--- config.mk ---
export PLATFORM = sky130hd
export DESIGN_NAME = byte_column_compare_bitmap_flat
export DESIGN_NICKNAME = d
export VERILOG_FILES = /design/src/bccb_pkg.sv /design/src/bccb_if.sv /design/src/bccb_cfg.sv /design/src/bccb_lane.sv /design/src/bccb_merge.sv /design/src/byte_column_compare_bitmap.sv /design/src/flat_wrapper.sv
export SDC_FILE = /design/constraint.sdc
export NUM_CORES = 1
export LEC_CHECK = 0
export BUFFER_PORTS_ARGS = -buffer_cell sky130_fd_sc_hd__buf_4
export CORE_ASPECT_RATIO = 1.5
export CORE_UTILIZATION = 40
export CTS_BUF_LIST = sky130_fd_sc_hd__clkbuf_2 sky130_fd_sc_hd__clkbuf_4 sky130_fd_sc_hd__clkbuf_8
export DETAILED_ROUTE_END_ITERATION = 8
export PLACE_DENSITY_LB_ADDON = 0.3
export SYNTH_ARGS = -nofsm -noshare
export SYNTH_HDL_FRONTEND = slang
export SYNTH_SLANG_ARGS = --single-unit
--- constraint.sdc ---
create_clock -name clk -period 3.81 [get_ports clk]
set_input_delay 0.381 -clock clk [delete_from_list [all_inputs] [get_ports clk]]
set_output_delay 0.381 -clock clk [all_outputs]
set_load 0.01 [all_outputs]
--- src/bccb_pkg.sv ---
// ----------------------------------------------------------------------------
// bccb_pkg
// shared types, widths and codes of the byte column compare bitmap block
// ----------------------------------------------------------------------------
package bccb_pkg;

  localparam int DATA_W    = 64;
  localparam int BYTE_W    = 8;
  localparam int LANES_MAX = 8;
  localparam int SLOTS     = 8;
  localparam int SLOT_W    = 3;
  localparam int VALID_W   = 4;
  localparam int IDX_W     = 16;
  localparam int MAXW_W    = 26;
  localparam int PADDR_W   = 4;
  localparam int PDATA_W   = 32;

  localparam int MAX_WORDS_DEF      = 65536;
  localparam int BYTES_PER_ITEM_DEF = 8;

  localparam logic [2:0] CMP_GT = 3'd0;
  localparam logic [2:0] CMP_GE = 3'd1;
  localparam logic [2:0] CMP_LT = 3'd2;
  localparam logic [2:0] CMP_LE = 3'd3;
  localparam logic [2:0] CMP_EQ = 3'd4;
  localparam logic [2:0] CMP_NE = 3'd5;

  localparam logic [1:0] CMB_AND  = 2'd0;
  localparam logic [1:0] CMB_OR   = 2'd1;
  localparam logic [1:0] CMB_ANDN = 2'd2;

  localparam logic [1:0] REG_COMPARE_OP    = 2'd0;
  localparam logic [1:0] REG_COMBINE_OP    = 2'd1;
  localparam logic [1:0] REG_SIGNED_MODE   = 2'd2;
  localparam logic [1:0] REG_COMPARE_VALUE = 2'd3;

  typedef struct packed {
    logic [2:0]        compare_op;
    logic [1:0]        combine_op;
    logic              signed_mode;
    logic [BYTE_W-1:0] compare_value;
  } cfg_t;

endpackage

--- src/bccb_if.sv ---
// ----------------------------------------------------------------------------
// bccb channel interfaces
// valid/ready channels for column words and emitted match words
// ----------------------------------------------------------------------------
interface bccb_in_if;
  import bccb_pkg::*;

  logic               valid;
  logic               ready;
  logic [DATA_W-1:0]  data_bytes;
  logic [VALID_W-1:0] valid_bytes;
  logic               last_in_set;
  logic [DATA_W-1:0]  prior_match;

  modport source (output valid, data_bytes, valid_bytes, last_in_set, prior_match,
                  input ready);
  modport sink (input valid, data_bytes, valid_bytes, last_in_set, prior_match,
                output ready);
endinterface

interface bccb_out_if;
  import bccb_pkg::*;

  logic              valid;
  logic              ready;
  logic [DATA_W-1:0] match_word;
  logic [IDX_W-1:0]  word_index;
  logic              last_word;

  modport source (output valid, match_word, word_index, last_word, input ready);
  modport sink (input valid, match_word, word_index, last_word, output ready);
endinterface

--- src/bccb_cfg.sv ---
// ----------------------------------------------------------------------------
// bccb_cfg
// apb register file holding compare and combine settings
// ----------------------------------------------------------------------------
module bccb_cfg (
  input  logic                         clk,
  input  logic                         rst,
  input  logic                         psel,
  input  logic                         penable,
  input  logic                         pwrite,
  input  logic [bccb_pkg::PADDR_W-1:0] paddr,
  input  logic [bccb_pkg::PDATA_W-1:0] pwdata,
  output logic [bccb_pkg::PDATA_W-1:0] prdata,
  output logic                         pready,
  output bccb_pkg::cfg_t               cfg
);
  import bccb_pkg::*;

  logic       wr_en;
  logic [1:0] reg_sel;

  assign pready  = 1'b1;
  assign wr_en   = psel && penable && pwrite;
  assign reg_sel = paddr[3:2];

  always_ff @(posedge clk) begin
    if (rst) begin
      cfg <= '0;
    end else if (wr_en) begin
      case (reg_sel)
        REG_COMPARE_OP:    cfg.compare_op    <= pwdata[2:0];
        REG_COMBINE_OP:    cfg.combine_op    <= pwdata[1:0];
        REG_SIGNED_MODE:   cfg.signed_mode   <= pwdata[0];
        REG_COMPARE_VALUE: cfg.compare_value <= pwdata[BYTE_W-1:0];
        default: ;
      endcase
    end
  end

  always_comb begin
    case (reg_sel)
      REG_COMPARE_OP:    prdata = PDATA_W'(cfg.compare_op);
      REG_COMBINE_OP:    prdata = PDATA_W'(cfg.combine_op);
      REG_SIGNED_MODE:   prdata = PDATA_W'(cfg.signed_mode);
      REG_COMPARE_VALUE: prdata = PDATA_W'(cfg.compare_value);
      default:           prdata = '0;
    endcase
  end

endmodule

--- src/bccb_lane.sv ---
// ----------------------------------------------------------------------------
// bccb_lane
// one byte comparator, signed or unsigned, six relations
// ----------------------------------------------------------------------------
module bccb_lane (
  input  bccb_pkg::cfg_t                cfg,
  input  logic [bccb_pkg::BYTE_W-1:0]   col_byte,
  input  logic                          en,
  output logic                          match
);
  import bccb_pkg::*;

  logic [BYTE_W-1:0] key_a;
  logic [BYTE_W-1:0] key_v;
  logic              hit;

  // flip the sign bit so an unsigned compare orders two's complement values
  assign key_a = col_byte ^ {cfg.signed_mode, {(BYTE_W-1){1'b0}}};
  assign key_v = cfg.compare_value ^ {cfg.signed_mode, {(BYTE_W-1){1'b0}}};

  always_comb begin
    case (cfg.compare_op)
      CMP_GT:  hit = key_a > key_v;
      CMP_GE:  hit = key_a >= key_v;
      CMP_LT:  hit = key_a < key_v;
      CMP_LE:  hit = key_a <= key_v;
      CMP_EQ:  hit = key_a == key_v;
      CMP_NE:  hit = key_a != key_v;
      default: hit = 1'b0;
    endcase
  end

  assign match = en && hit;

endmodule

--- src/bccb_merge.sv ---
// ----------------------------------------------------------------------------
// bccb_merge
// gathers lane bits into the group word, combines with prior and emits
// ----------------------------------------------------------------------------
module bccb_merge #(
  parameter int MAX_WORDS = bccb_pkg::MAX_WORDS_DEF
) (
  input  logic                           clk,
  input  logic                           rst,
  input  bccb_pkg::cfg_t                 cfg,
  input  logic [bccb_pkg::LANES_MAX-1:0] lane_bits,
  bccb_in_if.sink                        col_in,
  bccb_out_if.source                     bitmap_out
);
  import bccb_pkg::*;

  localparam logic [MAXW_W-1:0] MAX_LIM = MAXW_W'(MAX_WORDS);

  logic [DATA_W-1:0] partial_bits;
  logic [SLOT_W-1:0] group_slot;
  logic [IDX_W-1:0]  group_count;
  logic [DATA_W-1:0] bits_next;
  logic [DATA_W-1:0] merged;
  logic [IDX_W:0]    count_inc;
  logic [IDX_W-1:0]  group_count_next;
  logic              fire;
  logic              emit;

  assign col_in.ready = !bitmap_out.valid || bitmap_out.ready;
  assign fire         = col_in.valid && col_in.ready;
  assign emit         = (group_slot == SLOT_W'(SLOTS-1)) || col_in.last_in_set;

  always_comb begin
    bits_next = partial_bits;
    for (int s = 0; s < SLOTS; s++) begin
      if (group_slot == SLOT_W'(s)) begin
        bits_next[s*LANES_MAX +: LANES_MAX] = partial_bits[s*LANES_MAX +: LANES_MAX] | lane_bits;
      end
    end
  end

  always_comb begin
    case (cfg.combine_op)
      CMB_AND:  merged = col_in.prior_match & bits_next;
      CMB_OR:   merged = col_in.prior_match | bits_next;
      CMB_ANDN: merged = col_in.prior_match & ~bits_next;
      default:  merged = col_in.prior_match;
    endcase
  end

  assign count_inc        = {1'b0, group_count} + (IDX_W+1)'(1);
  assign group_count_next = (MAXW_W'(count_inc) >= MAX_LIM) ? '0 : count_inc[IDX_W-1:0];

  always_ff @(posedge clk) begin
    if (rst) begin
      partial_bits     <= '0;
      group_slot       <= '0;
      group_count      <= '0;
      bitmap_out.valid <= 1'b0;
    end else begin
      if (fire) begin
        if (emit) begin
          partial_bits <= '0;
          group_slot   <= '0;
          group_count  <= col_in.last_in_set ? '0 : group_count_next;
        end else begin
          partial_bits <= bits_next;
          group_slot   <= group_slot + SLOT_W'(1);
        end
      end
      if (fire && emit) begin
        bitmap_out.valid <= 1'b1;
      end else if (bitmap_out.ready) begin
        bitmap_out.valid <= 1'b0;
      end
    end
  end

  always_ff @(posedge clk) begin
    if (fire && emit) begin
      bitmap_out.match_word <= merged;
      bitmap_out.word_index <= group_count;
      bitmap_out.last_word  <= col_in.last_in_set;
    end
  end

  a_stall_blocks_input: assert property (@(posedge clk) disable iff (rst)
    bitmap_out.valid && !bitmap_out.ready |-> !col_in.ready)
    else $error("input taken while result stalled");

  a_emit_clears_group: assert property (@(posedge clk) disable iff (rst)
    fire && emit |=> group_slot == '0 && partial_bits == '0 && bitmap_out.valid)
    else $error("group state not cleared after emit");

  a_slot_advances: assert property (@(posedge clk) disable iff (rst)
    fire && !emit |=> group_slot == $past(group_slot) + SLOT_W'(1) && !$past(bitmap_out.valid
      && !bitmap_out.ready))
    else $error("slot did not advance");

  a_last_resets_count: assert property (@(posedge clk) disable iff (rst)
    fire && col_in.last_in_set |=> group_count == '0 && bitmap_out.last_word)
    else $error("set end did not restart group count");

endmodule

--- src/byte_column_compare_bitmap.sv ---
// ----------------------------------------------------------------------------
// byte_column_compare_bitmap
// column scan predicate on bytes producing a 64-row match bitmap
// ----------------------------------------------------------------------------
// col_in takes one word of eight column bytes per transaction together with
// the valid byte count, the set end flag and the prior match word of the
// current 64-row group. bitmap_out gives one transaction per group: after
// eight words, or at a word flagged last_in_set, the gathered 64 match bits
// are combined with prior_match and emitted with the group index.
// Eight comparator lanes test all bytes of a word in the cycle it is taken;
// the result is in the output register in the cycle after the closing word.
// Throughput is one word per cycle; col_in.ready drops only while a result
// sits in the output register and bitmap_out.ready is low.
// Settings: compare relation, combine operation, signed mode, compare value.
// Users write them over the apb port while the block is idle (not enforced).
// Reset clears the settings, the partial group, the group index and the
// output valid flag.
// ----------------------------------------------------------------------------
module byte_column_compare_bitmap #(
  parameter int MAX_WORDS      = bccb_pkg::MAX_WORDS_DEF,
  parameter int BYTES_PER_ITEM = bccb_pkg::BYTES_PER_ITEM_DEF
) (
  input  logic                         clk,
  input  logic                         rst,
  bccb_in_if.sink                      col_in,
  bccb_out_if.source                   bitmap_out,
  input  logic                         psel,
  input  logic                         penable,
  input  logic                         pwrite,
  input  logic [bccb_pkg::PADDR_W-1:0] paddr,
  input  logic [bccb_pkg::PDATA_W-1:0] pwdata,
  output logic [bccb_pkg::PDATA_W-1:0] prdata,
  output logic                         pready
);
  import bccb_pkg::*;

  cfg_t                 cfg;
  logic [LANES_MAX-1:0] lane_bits;

  bccb_cfg u_cfg (
    .clk     (clk),
    .rst     (rst),
    .psel    (psel),
    .penable (penable),
    .pwrite  (pwrite),
    .paddr   (paddr),
    .pwdata  (pwdata),
    .prdata  (prdata),
    .pready  (pready),
    .cfg     (cfg)
  );

  for (genvar k = 0; k < LANES_MAX; k++) begin : g_lane
    if (k < BYTES_PER_ITEM) begin : g_on
      bccb_lane u_lane (
        .cfg      (cfg),
        .col_byte (col_in.data_bytes[k*BYTE_W +: BYTE_W]),
        .en       (VALID_W'(k) < col_in.valid_bytes),
        .match    (lane_bits[k])
      );
    end else begin : g_off
      assign lane_bits[k] = 1'b0;
    end
  end

  bccb_merge #(
    .MAX_WORDS (MAX_WORDS)
  ) u_merge (
    .clk        (clk),
    .rst        (rst),
    .cfg        (cfg),
    .lane_bits  (lane_bits),
    .col_in     (col_in),
    .bitmap_out (bitmap_out)
  );

endmodule
--- src/flat_wrapper.sv ---
// flat-port wrapper written by rule: the top's interface ports become plain ports
module byte_column_compare_bitmap_flat import bccb_pkg::*;
#(
  parameter int MAX_WORDS      = bccb_pkg::MAX_WORDS_DEF,
  parameter int BYTES_PER_ITEM = bccb_pkg::BYTES_PER_ITEM_DEF
)
  (clk, rst, psel, penable, pwrite, paddr, pwdata, prdata, pready, col_in_valid, col_in_data_bytes, col_in_valid_bytes, col_in_last_in_set, col_in_prior_match, col_in_ready, bitmap_out_valid, bitmap_out_match_word, bitmap_out_word_index, bitmap_out_last_word, bitmap_out_ready);
  bccb_in_if col_in_i ();
  bccb_out_if bitmap_out_i ();
  input  logic clk;
  input  logic rst;
  input  logic psel;
  input  logic penable;
  input  logic pwrite;
  input  logic [bccb_pkg::PADDR_W-1:0] paddr;
  input  logic [bccb_pkg::PDATA_W-1:0] pwdata;
  output logic [bccb_pkg::PDATA_W-1:0] prdata;
  output logic pready;
  input wire logic [$bits(col_in_i.valid)-1:0] col_in_valid;
  input wire logic [$bits(col_in_i.data_bytes)-1:0] col_in_data_bytes;
  input wire logic [$bits(col_in_i.valid_bytes)-1:0] col_in_valid_bytes;
  input wire logic [$bits(col_in_i.last_in_set)-1:0] col_in_last_in_set;
  input wire logic [$bits(col_in_i.prior_match)-1:0] col_in_prior_match;
  output wire logic [$bits(col_in_i.ready)-1:0] col_in_ready;
  output wire logic [$bits(bitmap_out_i.valid)-1:0] bitmap_out_valid;
  output wire logic [$bits(bitmap_out_i.match_word)-1:0] bitmap_out_match_word;
  output wire logic [$bits(bitmap_out_i.word_index)-1:0] bitmap_out_word_index;
  output wire logic [$bits(bitmap_out_i.last_word)-1:0] bitmap_out_last_word;
  input wire logic [$bits(bitmap_out_i.ready)-1:0] bitmap_out_ready;
  assign col_in_i.valid = col_in_valid;
  assign col_in_i.data_bytes = col_in_data_bytes;
  assign col_in_i.valid_bytes = col_in_valid_bytes;
  assign col_in_i.last_in_set = col_in_last_in_set;
  assign col_in_i.prior_match = col_in_prior_match;
  assign col_in_ready = col_in_i.ready;
  assign bitmap_out_valid = bitmap_out_i.valid;
  assign bitmap_out_match_word = bitmap_out_i.match_word;
  assign bitmap_out_word_index = bitmap_out_i.word_index;
  assign bitmap_out_last_word = bitmap_out_i.last_word;
  assign bitmap_out_i.ready = bitmap_out_ready;
  byte_column_compare_bitmap #(.MAX_WORDS(MAX_WORDS), .BYTES_PER_ITEM(BYTES_PER_ITEM)) u_core (.clk(clk), .rst(rst), .col_in(col_in_i), .bitmap_out(bitmap_out_i), .psel(psel), .penable(penable), .pwrite(pwrite), .paddr(paddr), .pwdata(pwdata), .prdata(prdata), .pready(pready));
endmodule
==> results of run 1 <==
[through the flow]
step	worst slack [ns]	total power, uW	util	instances	setup TNS (ns)
finish	0.139	4250	0.497	1788	0
global route	-0.0230	4430	0.497	1788	-0.0230
CTS	0.169	4290	0.497	1786	0
detailed placement	-0.115	2910	0.482	1754	-0.479
global placement	-0.0591	2890	0.482	1754	-0.112
floorplan	0.0108	2560	-	1242	0
[where the power goes]
group          total, uW  switching (uW)  internal (uW)
Sequential          2090            28.2           2060
Combinational        780             452            328
Clock               1380             707            674
Total               4250            1190           3070
[metal layers]
metal  share of wire  vias up  global-route usage
li1                -     4849                   -
met1            0.40     4725               0.279
met2            0.52      396               0.415
met3           0.057       56              0.0350
met4           0.028        0               0.109
met5               0        -                   0
[registers in the layout (all words and copies together), names as in the netlist]
name	count
u_core.u_merge.bitmap_out.match_word	64
u_core.u_merge.partial_bits	64
u_core.u_merge.bitmap_out.word_index	16
u_core.u_merge.group_count	16
u_core.u_cfg.cfg	14
u_core.u_merge.group_slot	3
u_core.u_merge.bitmap_out.last_word	1
u_core.u_merge.bitmap_out.valid	1
[synthesized netlist by cell type, types with 3 or more instances]
cell type / number
a2111oi_4: 7
a211o_1: 42
a211oi_1: 9
a21o_1: 6
a21oi_1: 47
a221oi_1: 15
a22o_1: 6
a31oi_1: 57
and2_1: 9
and3b_1: 9
buf_1: 7
buf_2: 3
buf_4: 30
clkbuf_1: 52
dfxtp_1: 98
edfxtp_1: 81
ha_1: 71
inv_1: 112
mux2_2: 7
mux2i_1: 15
nand2_1: 36
nand2b_1: 4
nand3_1: 8
nand4_1: 21
nor2_1: 173
nor2b_1: 20
nor3_1: 4
nor4bb_1: 10
o211ai_1: 17
o21a_1: 3
o21ai_0: 105
o21bai_1: 5
o22a_1: 3
o22ai_2: 3
o2bb2ai_1: 9
o31ai_1: 9
o32ai_1: 42
or2_1: 7
or3_1: 4
xnor2_1: 6
xor2_1: 19
[cell type report]
class | count | area [um2] | area share
clock inverter | 12 | 154 | 0.0114
timing repair buffer | 264 | 1980 | 0.147
sequential | 179 | 4400 | 0.326
tap | 342 | 428 | 0.0317
inverter | 112 | 424 | 0.0315
antenna | 2 | 5.00 | 0.000371
clock buffer | 20 | 256 | 0.0190
multi-input combinational | 857 | 5830 | 0.433
[path summary, 6_finish.rpt]
path,start,cells past startpoint,slack (ns),endpoint
max,u_core.u_cfg.cfg[7]$_SDFFE_PP0P_,9,0.14,u_core.u_merge.bitmap_out.match_word[56]$_DFFE_PP_
min,col_in_last_in_set,2,0.12,u_core.u_merge.group_count[12]$_SDFFE_PP0P_
max reg2reg,u_core.u_cfg.cfg[7]$_SDFFE_PP0P_,9,0.14,u_core.u_merge.bitmap_out.match_word[56]$_DFFE_PP_
min reg2reg,u_core.u_merge.partial_bits[59]$_SDFFE_PP0P_,2,0.46,u_core.u_merge.partial_bits[59]$_SDFFE_PP0P_
[logic make-up (layout without fill, tap and decap cells)]
| logic type | count (synthesis) | in the layout | synth area share |
|---|---|---|---|
| other cells | 2 | 27 | 0.000681 |
| simple gates | 316 | 316 | 0.137 |
| compound gates | 397 | 397 | 0.258 |
| fa+ha+maj | 71 | 71 | 0.0805 |
| mux | 23 | 23 | 0.0228 |
| flops | 179 | 179 | 0.398 |
| xor+xnor | 25 | 25 | 0.0198 |
| buf+inv | 206 | 408 | 0.0822 |
[critical path: stages (launching register included)]
cell,delay [ns]
dfxtp_1,0.36
xnor2_2,0.48
ha_1,0.37
nand4_1,0.13
or2_1,0.16
mux2_2,0.37
a2111oi_4,0.69
o22ai_2,0.39
a221oi_1,0.34
o31ai_1,0.11
[what timing repair did]
action / CTS / global route
setup endpoints to repair: 5 / 0
resized for setup: 1 / 0
setup buffers: 0 / 0
==> flow_metrics.py, run 1 <==
metrics = {
    "run_status": {
        "status": "finished with violations",
        "violations": "DRC",
    },
    "cells_and_area": {
        "area_growth_pct": 22.2,
        "nets": 1678,
        "fill_cells": 2556,
        "layout_common_cells": "264 x buf_4, 173 x nor2_1, 111 x inv_1",
        "fin_area_mm2": 0.0135,
        "final_common_cell": "buf_4",
        "drive_gt1_frac": 0.226,
    },
    "synthesis": {
        "synthArstFlopShare": 0,
        "synth_cells": 1219,
        "syn_avg_cell_area_um2": 9.05,
        "yosys_warnings": 0,
        "ys_seq_area_frac": 0.398,
        "ys_ff_latch": 179,
        "synth.distinct_cells": 63,
        "synth_top_cell_by_area": "edfxtp_1",
        "synth_top_area_frac": 0.220,
        "synth_ff_type": "dfxtp_1",
        "synth.area.top_cells": "edfxtp_1 22%, dfxtp_1 18%, ha_1 8.1%, nor2_1 5.9%, o21ai_0 4.8%",
        "syn_area_mm2": 0.0110,
        "synth-edff-count": 81,
    },
    "global_route": {
        "grt_pass1_vias": 9168,
        "grt_max_degree": 74,
        "grt.overflow.total": 0,
        "antenna_found_initial": 2,
        "track_usage": 0.236,
        "grt_pass1_wl_um": 50200,
    },
    "critical_path": {
        "setup.worst_path.start_class": "flop",
        "critPathRequiredTime_ns": 4.02,
        "crit_type": "reg2reg",
        "cp.arrival_ns": 3.88,
        "crit_fanout": 8,
        "end_kind": "flop",
    },
    "timing": {
        "finalMaxSlewViolations": 0,
        "slew_headroom": 0.265,
        "setup_violations": 0,
        "worstMarginPinSlew_ns": 1.10,
        "finalHoldViolCount": 0,
        "fin_crit_sh": 0.964,
        "fmax_ghz": 0.272,
        "finalCriticalPeriod_ns": 3.67,
        "whs_ns": 0.118,
        "fin_worst_skew_ns": 0.0119,
    },
    "floorplan": {
        "core_area_mm2": 0.0271,
        "dieArea_mm2": 0.0283,
        "fp-row-count": 74,
        "ios": 292,
        "fp.dieW_um": 138,
        "die_h_um": 205,
        "start_util": 0.407,
    },
    "drt": {
        "dr_total_vias": 10026,
        "first_iter_violations": 723,
        "ant_nets": 0,
        "viasPerCell": 5.61,
        "routed_wl_um": 33600,
        "firstDrtPassIters": 7,
        "drc": 1,
        "post_drt_wl_per_cell_um": 18.8,
    },
    "placed_design": {
        "port_buffers": 240,
        "placed_cell_area_mm2": 0.0131,
        "dp_hpwl_um": 24800,
        "gp_congestion": 0.910,
    },
    "clock_tree": {
        "htreeDepth": 4,
        "insertion_delay_ns": 0.48,
        "clockRootBuffer": "clkbuf_8",
        "cts_made_buffers": 17,
        "cts.clk_slew.worst_paths_ns": 0.10,
        "clock_sinks": 179,
        "postCtsHoldBufs": 0,
        "clockBufferDepth": 2,
        "cts_tree": "done",
    },
    "job": {
        "max-cap-violations": 0,
    },
    "pwr": {
        "ir_drop_mv": 0.222,
        "p_leak_uw": 0.00536,
        "powerDensity_mw_per_mm2": 315,
    },
    "hold_path": {
        "hold_path_class": "in2reg",
    },
}
Note: power is estimated with default switching activity, not from simulation.
==> run 2, diff against run 1 <==
--- a/config.mk
+++ b/config.mk
@@ -11,6 +11,7 @@
 export CTS_BUF_LIST = sky130_fd_sc_hd__clkbuf_2 sky130_fd_sc_hd__clkbuf_4 sky130_fd_sc_hd__clkbuf_8
 export DETAILED_ROUTE_END_ITERATION = 8
 export PLACE_DENSITY_LB_ADDON = 0.3
+export REMOVE_ABC_BUFFERS = 1
 export SYNTH_ARGS = -nofsm -noshare
 export SYNTH_HDL_FRONTEND = slang
 export SYNTH_SLANG_ARGS = --single-unit
==> flow_metrics.py, run 2 (same netlist as run 1, synthesis figures left out) <==
metrics = {
    "run_status": {
        "status": "finished, final reports clean",
    },
    "pwr": {
        "p_sw_uw": 1190,
        "p_clk_frac": 0.346,
        "p_leak_uw": 0.00534,
        "seq_power_share": 0.484,
        "ir_drop_mv": 0.236,
        "power_frac_comb": 0.169,
        "cell_internal_pwr_uw": 3140,
        "fin_total_pwr_uw": 4320,
        "sw_frac_of_total": 0.274,
        "powerDensity_mw_per_mm2": 321,
    },
    "placed_design": {
        "gp_congestion": 0.793,
        "dp_hpwl_um": 23000,
        "port_buffers": 240,
        "placed_cell_area_mm2": 0.0130,
    },
    "clock_tree": {
        "insertion_delay_ns": 0.49,
        "postCtsHoldBufs": 0,
        "clock_sinks": 179,
        "cts.clk_slew.worst_paths_ns": 0.10,
        "clockBufferDepth": 2,
        "cts_made_buffers": 17,
        "htreeDepth": 4,
        "cts_tree": "done",
        "clockRootBuffer": "clkbuf_8",
    },
    "floorplan": {
        "fp-row-count": 74,
        "core_area_mm2": 0.0271,
        "dieArea_mm2": 0.0283,
        "ios": 292,
        "die_h_um": 205,
        "fp.dieW_um": 138,
        "start_util": 0.407,
    },
    "cells_and_area": {
        "fill_cells": 2589,
        "top_regs": "u_core.u_merge.bitmap_out.match_word x64, u_core.u_merge.partial_bits x64",
        "regArea_mm2": 0.00440,
        "drive_gt1_frac": 0.223,
        "layout_common_cells": "258 x buf_4, 173 x nor2_1, 111 x inv_1",
        "multiInputGateArea_mm2": 0.00582,
        "area_growth_pct": 22.1,
        "fin_area_mm2": 0.0135,
        "nets": 1672,
        "final_common_cell": "buf_4",
    },
    "drt": {
        "drc": 0,
        "dr_total_vias": 9925,
        "first_iter_violations": 512,
        "firstDrtPassIters": 5,
        "post_drt_wl_per_cell_um": 17.5,
        "viasPerCell": 5.57,
        "ant_nets": 0,
        "routed_wl_um": 31300,
    },
    "critical_path": {
        "crit_start": "u_core.u_cfg.cfg[8]$_SDFFE_PP0P_",
        "crit_fanout": 11,
        "setup.worst_path.start_class": "flop",
        "cp.arrival_ns": 3.73,
        "crit_type": "reg2reg",
        "r2r-start": "u_core.u_cfg.cfg[8]$_SDFFE_PP0P_",
        "r2r.worst_path.cells": 10,
        "critPathRequiredTime_ns": 4.03,
        "end_kind": "flop",
    },
    "global_route": {
        "grt.overflow.total": 0,
        "antenna_found_initial": 2,
        "track_usage": 0.221,
        "grt_pass1_wl_um": 47400,
        "grt_pass1_vias": 9248,
        "grt_max_degree": 76,
    },
    "timing": {
        "finalHoldViolCount": 0,
        "rsz0062_at_grt": "no",
        "setup_violations": 0,
        "fin_setup_tns_ns": 0,
        "finalMaxSlewViolations": 0,
        "slew_headroom": 0.286,
        "finalCriticalPeriod_ns": 3.51,
        "fmax_ghz": 0.285,
        "worstMarginPinSlew_ns": 1.07,
        "fin_worst_skew_ns": 0.0106,
        "whs_ns": 0.110,
        "fin_crit_sh": 0.921,
    },
    "hold_path": {
        "hold_depth": 1,
        "hold_path_class": "in2reg",
        "hold_path.startpoint": "col_in_last_in_set",
    },
    "job": {
        "max-cap-violations": 0,
    },
}
run 2: routing by layer:
metal | part of all wire | vias to the layer above | GRT usage
li1 | - | 4847 | -
met3 | 0.062 | 46 | 0.0429
met4 | 0.022 | 2 | 0.0832
met5 | 0.00042 | - | 0
met2 | 0.52 | 339 | 0.400
met1 | 0.40 | 4691 | 0.252
run 2: through the flow:
step / utilization / worst slack (ns) / instances
after floorplan: - / -0.727 / 1148
after global placement: 0.480 / 0.234 / 1748
after detailed placement: 0.480 / 0.166 / 1748
after CTS: 0.496 / 0.138 / 1780
after global routing: 0.496 / 0.132 / 1781
final: 0.496 / 0.301 / 1781
run 2: area by class of cell:
class,count,share of cell area
sequential,179,0.327
tap,342,0.0318
clock buffer,19,0.0190
clock inverter,13,0.0148
multi-input combinational,857,0.432
antenna,1,0.000186
inverter,112,0.0313
timing repair buffer,258,0.144
run 2: worst paths after layout:
check	to	slack [ns]
setup reg to reg	u_core.u_merge.bitmap_out.match_word[24]$_DFFE_PP_	0.30
setup / recovery	u_core.u_merge.bitmap_out.match_word[24]$_DFFE_PP_	0.30
hold / removal	u_core.u_merge.bitmap_out.last_word$_DFFE_PP_	0.11
hold reg to reg	u_core.u_merge.partial_bits[59]$_SDFFE_PP0P_	0.45
run 2: timing repair:
item / CTS / global route
resized for setup: 0 / 1
setup endpoints to repair: 0 / 9
setup buffers: 0 / 0
run 2: worst max-delay path: stages (launching register included):
cell	delay (ns)
dfxtp_2	0.53
xnor2_1	0.10
buf_4	0.18
ha_1	0.32
nand4_1	0.16
or2_1	0.30
mux2_2	0.31
a2111oi_4	0.62
o22ai_2	0.28
a221oi_1	0.31
o31ai_1	0.13
run 2: power by group through the flow:
| stage | Combinational [uW] | Clock [uW] | Sequential, uW |
|---|---|---|---|
| after floorplan | 366 | 0 | 2160 |
| after global placement | 713 | 0 | 2140 |
| after detailed placement | 730 | 0 | 2140 |
| after CTS | 733 | 1530 | 2090 |
| after global routing | 810 | 1580 | 2100 |
| final | 732 | 1500 | 2090 |
==> run 3, diff against run 2 <==
--- a/config.mk
+++ b/config.mk
@@ -7,6 +7,7 @@
 export LEC_CHECK = 0
 export BUFFER_PORTS_ARGS = -buffer_cell sky130_fd_sc_hd__buf_4
 export CORE_ASPECT_RATIO = 1.5
+export CORE_MARGIN = 8
 export CORE_UTILIZATION = 40
 export CTS_BUF_LIST = sky130_fd_sc_hd__clkbuf_2 sky130_fd_sc_hd__clkbuf_4 sky130_fd_sc_hd__clkbuf_8
 export DETAILED_ROUTE_END_ITERATION = 8
==> flow_metrics.py, run 3 (same netlist as run 1, synthesis figures left out) <==
metrics = {
    "pwr": {
        "cell_internal_pwr_uw": 2950,
        "p_sw_uw": 1200,
        "fin_total_pwr_uw": 4150,
        "ir_drop_mv": 0.242,
        "seq_power_share": 0.505,
        "powerDensity_mw_per_mm2": 309,
        "p_clk_frac": 0.317,
        "power_frac_comb": 0.177,
        "p_leak_uw": 0.00533,
        "sw_frac_of_total": 0.289,
    },
    "cells_and_area": {
        "multiInputGateArea_mm2": 0.00583,
        "area_growth_pct": 21.7,
        "fill_cells": 2603,
        "utilization": 0.493,
        "final_common_cell": "buf_4",
        "drive_gt1_frac": 0.224,
        "nets": 1673,
        "regArea_mm2": 0.00440,
        "layout_common_cells": "258 x buf_4, 173 x nor2_1, 111 x inv_1",
        "top_regs": "u_core.u_merge.bitmap_out.match_word x64, u_core.u_merge.partial_bits x64",
    },
    "drt": {
        "routed_wl_um": 33900,
        "dr_total_vias": 9958,
        "viasPerCell": 5.58,
        "post_drt_wl_per_cell_um": 19.0,
        "drc": 0,
        "first_iter_violations": 574,
        "firstDrtPassIters": 5,
        "ant_nets": 0,
    },
    "placed_design": {
        "port_buffers": 240,
        "dp_hpwl_um": 25300,
        "gp_congestion": 0.830,
    },
    "floorplan": {
        "ios": 292,
        "core_area_mm2": 0.0272,
        "fp.dieW_um": 152,
        "dieArea_mm2": 0.0333,
        "start_util": 0.405,
        "fp-row-count": 74,
        "die_h_um": 219,
    },
    "critical_path": {
        "crit_type": "reg2reg",
        "end_kind": "flop",
        "critPathRequiredTime_ns": 4.05,
        "rrSetupSlack_ns": 0.36,
        "setup.worst_path.start_class": "flop",
        "crit_fanout": 9,
        "crit_buf_inv": 0,
        "crit_family": "compound AO/OA/AOI/OAI gates",
        "cp.arrival_ns": 3.69,
        "path_cells": "xnor2_2 -> ha_1 -> nand4_1 -> or2_1 -> mux2_2 -> a2111oi_4 -> o22ai_2 -> a221oi_1 -> o31ai_1",
        "cpMaxStageDelayCell": "a2111oi_4",
        "max_stage_delay_ns": 0.63,
    },
    "clock_tree": {
        "clockRootBuffer": "clkbuf_8",
        "cts_made_buffers": 17,
        "cts_tree": "done",
        "postCtsHoldBufs": 0,
        "ctsResizeCount": 0,
        "post_cts_buffers": 0,
        "clock_sinks": 179,
        "clockBufferDepth": 2,
        "cts.clk_slew.worst_paths_ns": 0.10,
        "insertion_delay_ns": 0.51,
        "htreeDepth": 4,
    },
    "timing": {
        "setup_violations": 0,
        "fmax_ghz": 0.289,
        "finalMaxSlewViolations": 0,
        "slew_headroom": 0.281,
        "worstMarginPinSlew_ns": 1.08,
        "whs_ns": 0.0993,
        "finalCriticalPeriod_ns": 3.45,
        "rsz0062_at_grt": "no",
        "finalHoldViolCount": 0,
        "fin_crit_sh": 0.907,
        "fin_worst_skew_ns": 0.0233,
    },
    "job": {
        "max-cap-violations": 0,
    },
    "run_status": {
        "status": "finished, final reports clean",
    },
    "global_route": {
        "grt_pass1_wl_um": 52200,
        "antenna_found_initial": 4,
        "grt_pass1_vias": 9927,
        "grt.overflow.total": 0,
        "grt_max_degree": 73,
        "track_usage": 0.203,
    },
    "hold_path": {
        "hold_path_class": "in2reg",
    },
}
-- run 3: layout make-up --
type | instances | area share
sequential | 179 | 0.328
tap | 342 | 0.0319
inverter | 112 | 0.0314
antenna | 4 | 0.000745
clock inverter | 12 | 0.00913
clock buffer | 20 | 0.0196
timing repair buffer | 259 | 0.146
multi-input combinational | 857 | 0.434
-- run 3: per-stage QoR --
step,worst slack [ns],instances,instance area [um2],setup TNS [ns]
floorplan,-0.727,1148,10600,-28.07
global placement,0.184,1749,13000,0
detailed placement,0.101,1749,13000,0
CTS,0.0647,1781,13400,0
global route,0.105,1785,13400,0
finish,0.356,1785,13400,0
-- run 3: worst min-delay path, cell delays in order --
cell and delay, ns:
buf_4 0.08, mux2i_1 0.05, nor2_1 0.07
-- run 3: worst paths after layout --
| kind | startpoint | end | cells after the start |
|---|---|---|---|
| worst max-delay path | u_core.u_cfg.cfg[7]$_SDFFE_PP0P_ | u_core.u_merge.bitmap_out.match_word[27]$_DFFE_PP_ | 9 |
| worst min-delay path | pwdata[6] | u_core.u_cfg.cfg[6]$_SDFFE_PP0P_ | 3 |
| worst max register to register | u_core.u_cfg.cfg[7]$_SDFFE_PP0P_ | u_core.u_merge.bitmap_out.match_word[27]$_DFFE_PP_ | 9 |
| worst min register to register | u_core.u_merge.partial_bits[59]$_SDFFE_PP0P_ | u_core.u_merge.partial_bits[59]$_SDFFE_PP0P_ | 2 |
-- run 3: per-layer routing --
metal | up-vias | track usage | routed length [um]
met4 | 0 | 0.0869 | 940
met1 | 4751 | 0.231 | 13300
li1 | 4848 | - | -
met5 | - | 0 | 0
met2 | 312 | 0.356 | 17500
met3 | 47 | 0.0456 | 2160
-- run 3: power by group through the flow --
stage,Clock (uW),Combinational [uW],Sequential (uW)
floorplan,0,366,2160
global placement,0,717,2140
detailed placement,0,734,2140
CTS,1350,736,2090
global route,1410,812,2100
finish,1320,736,2090
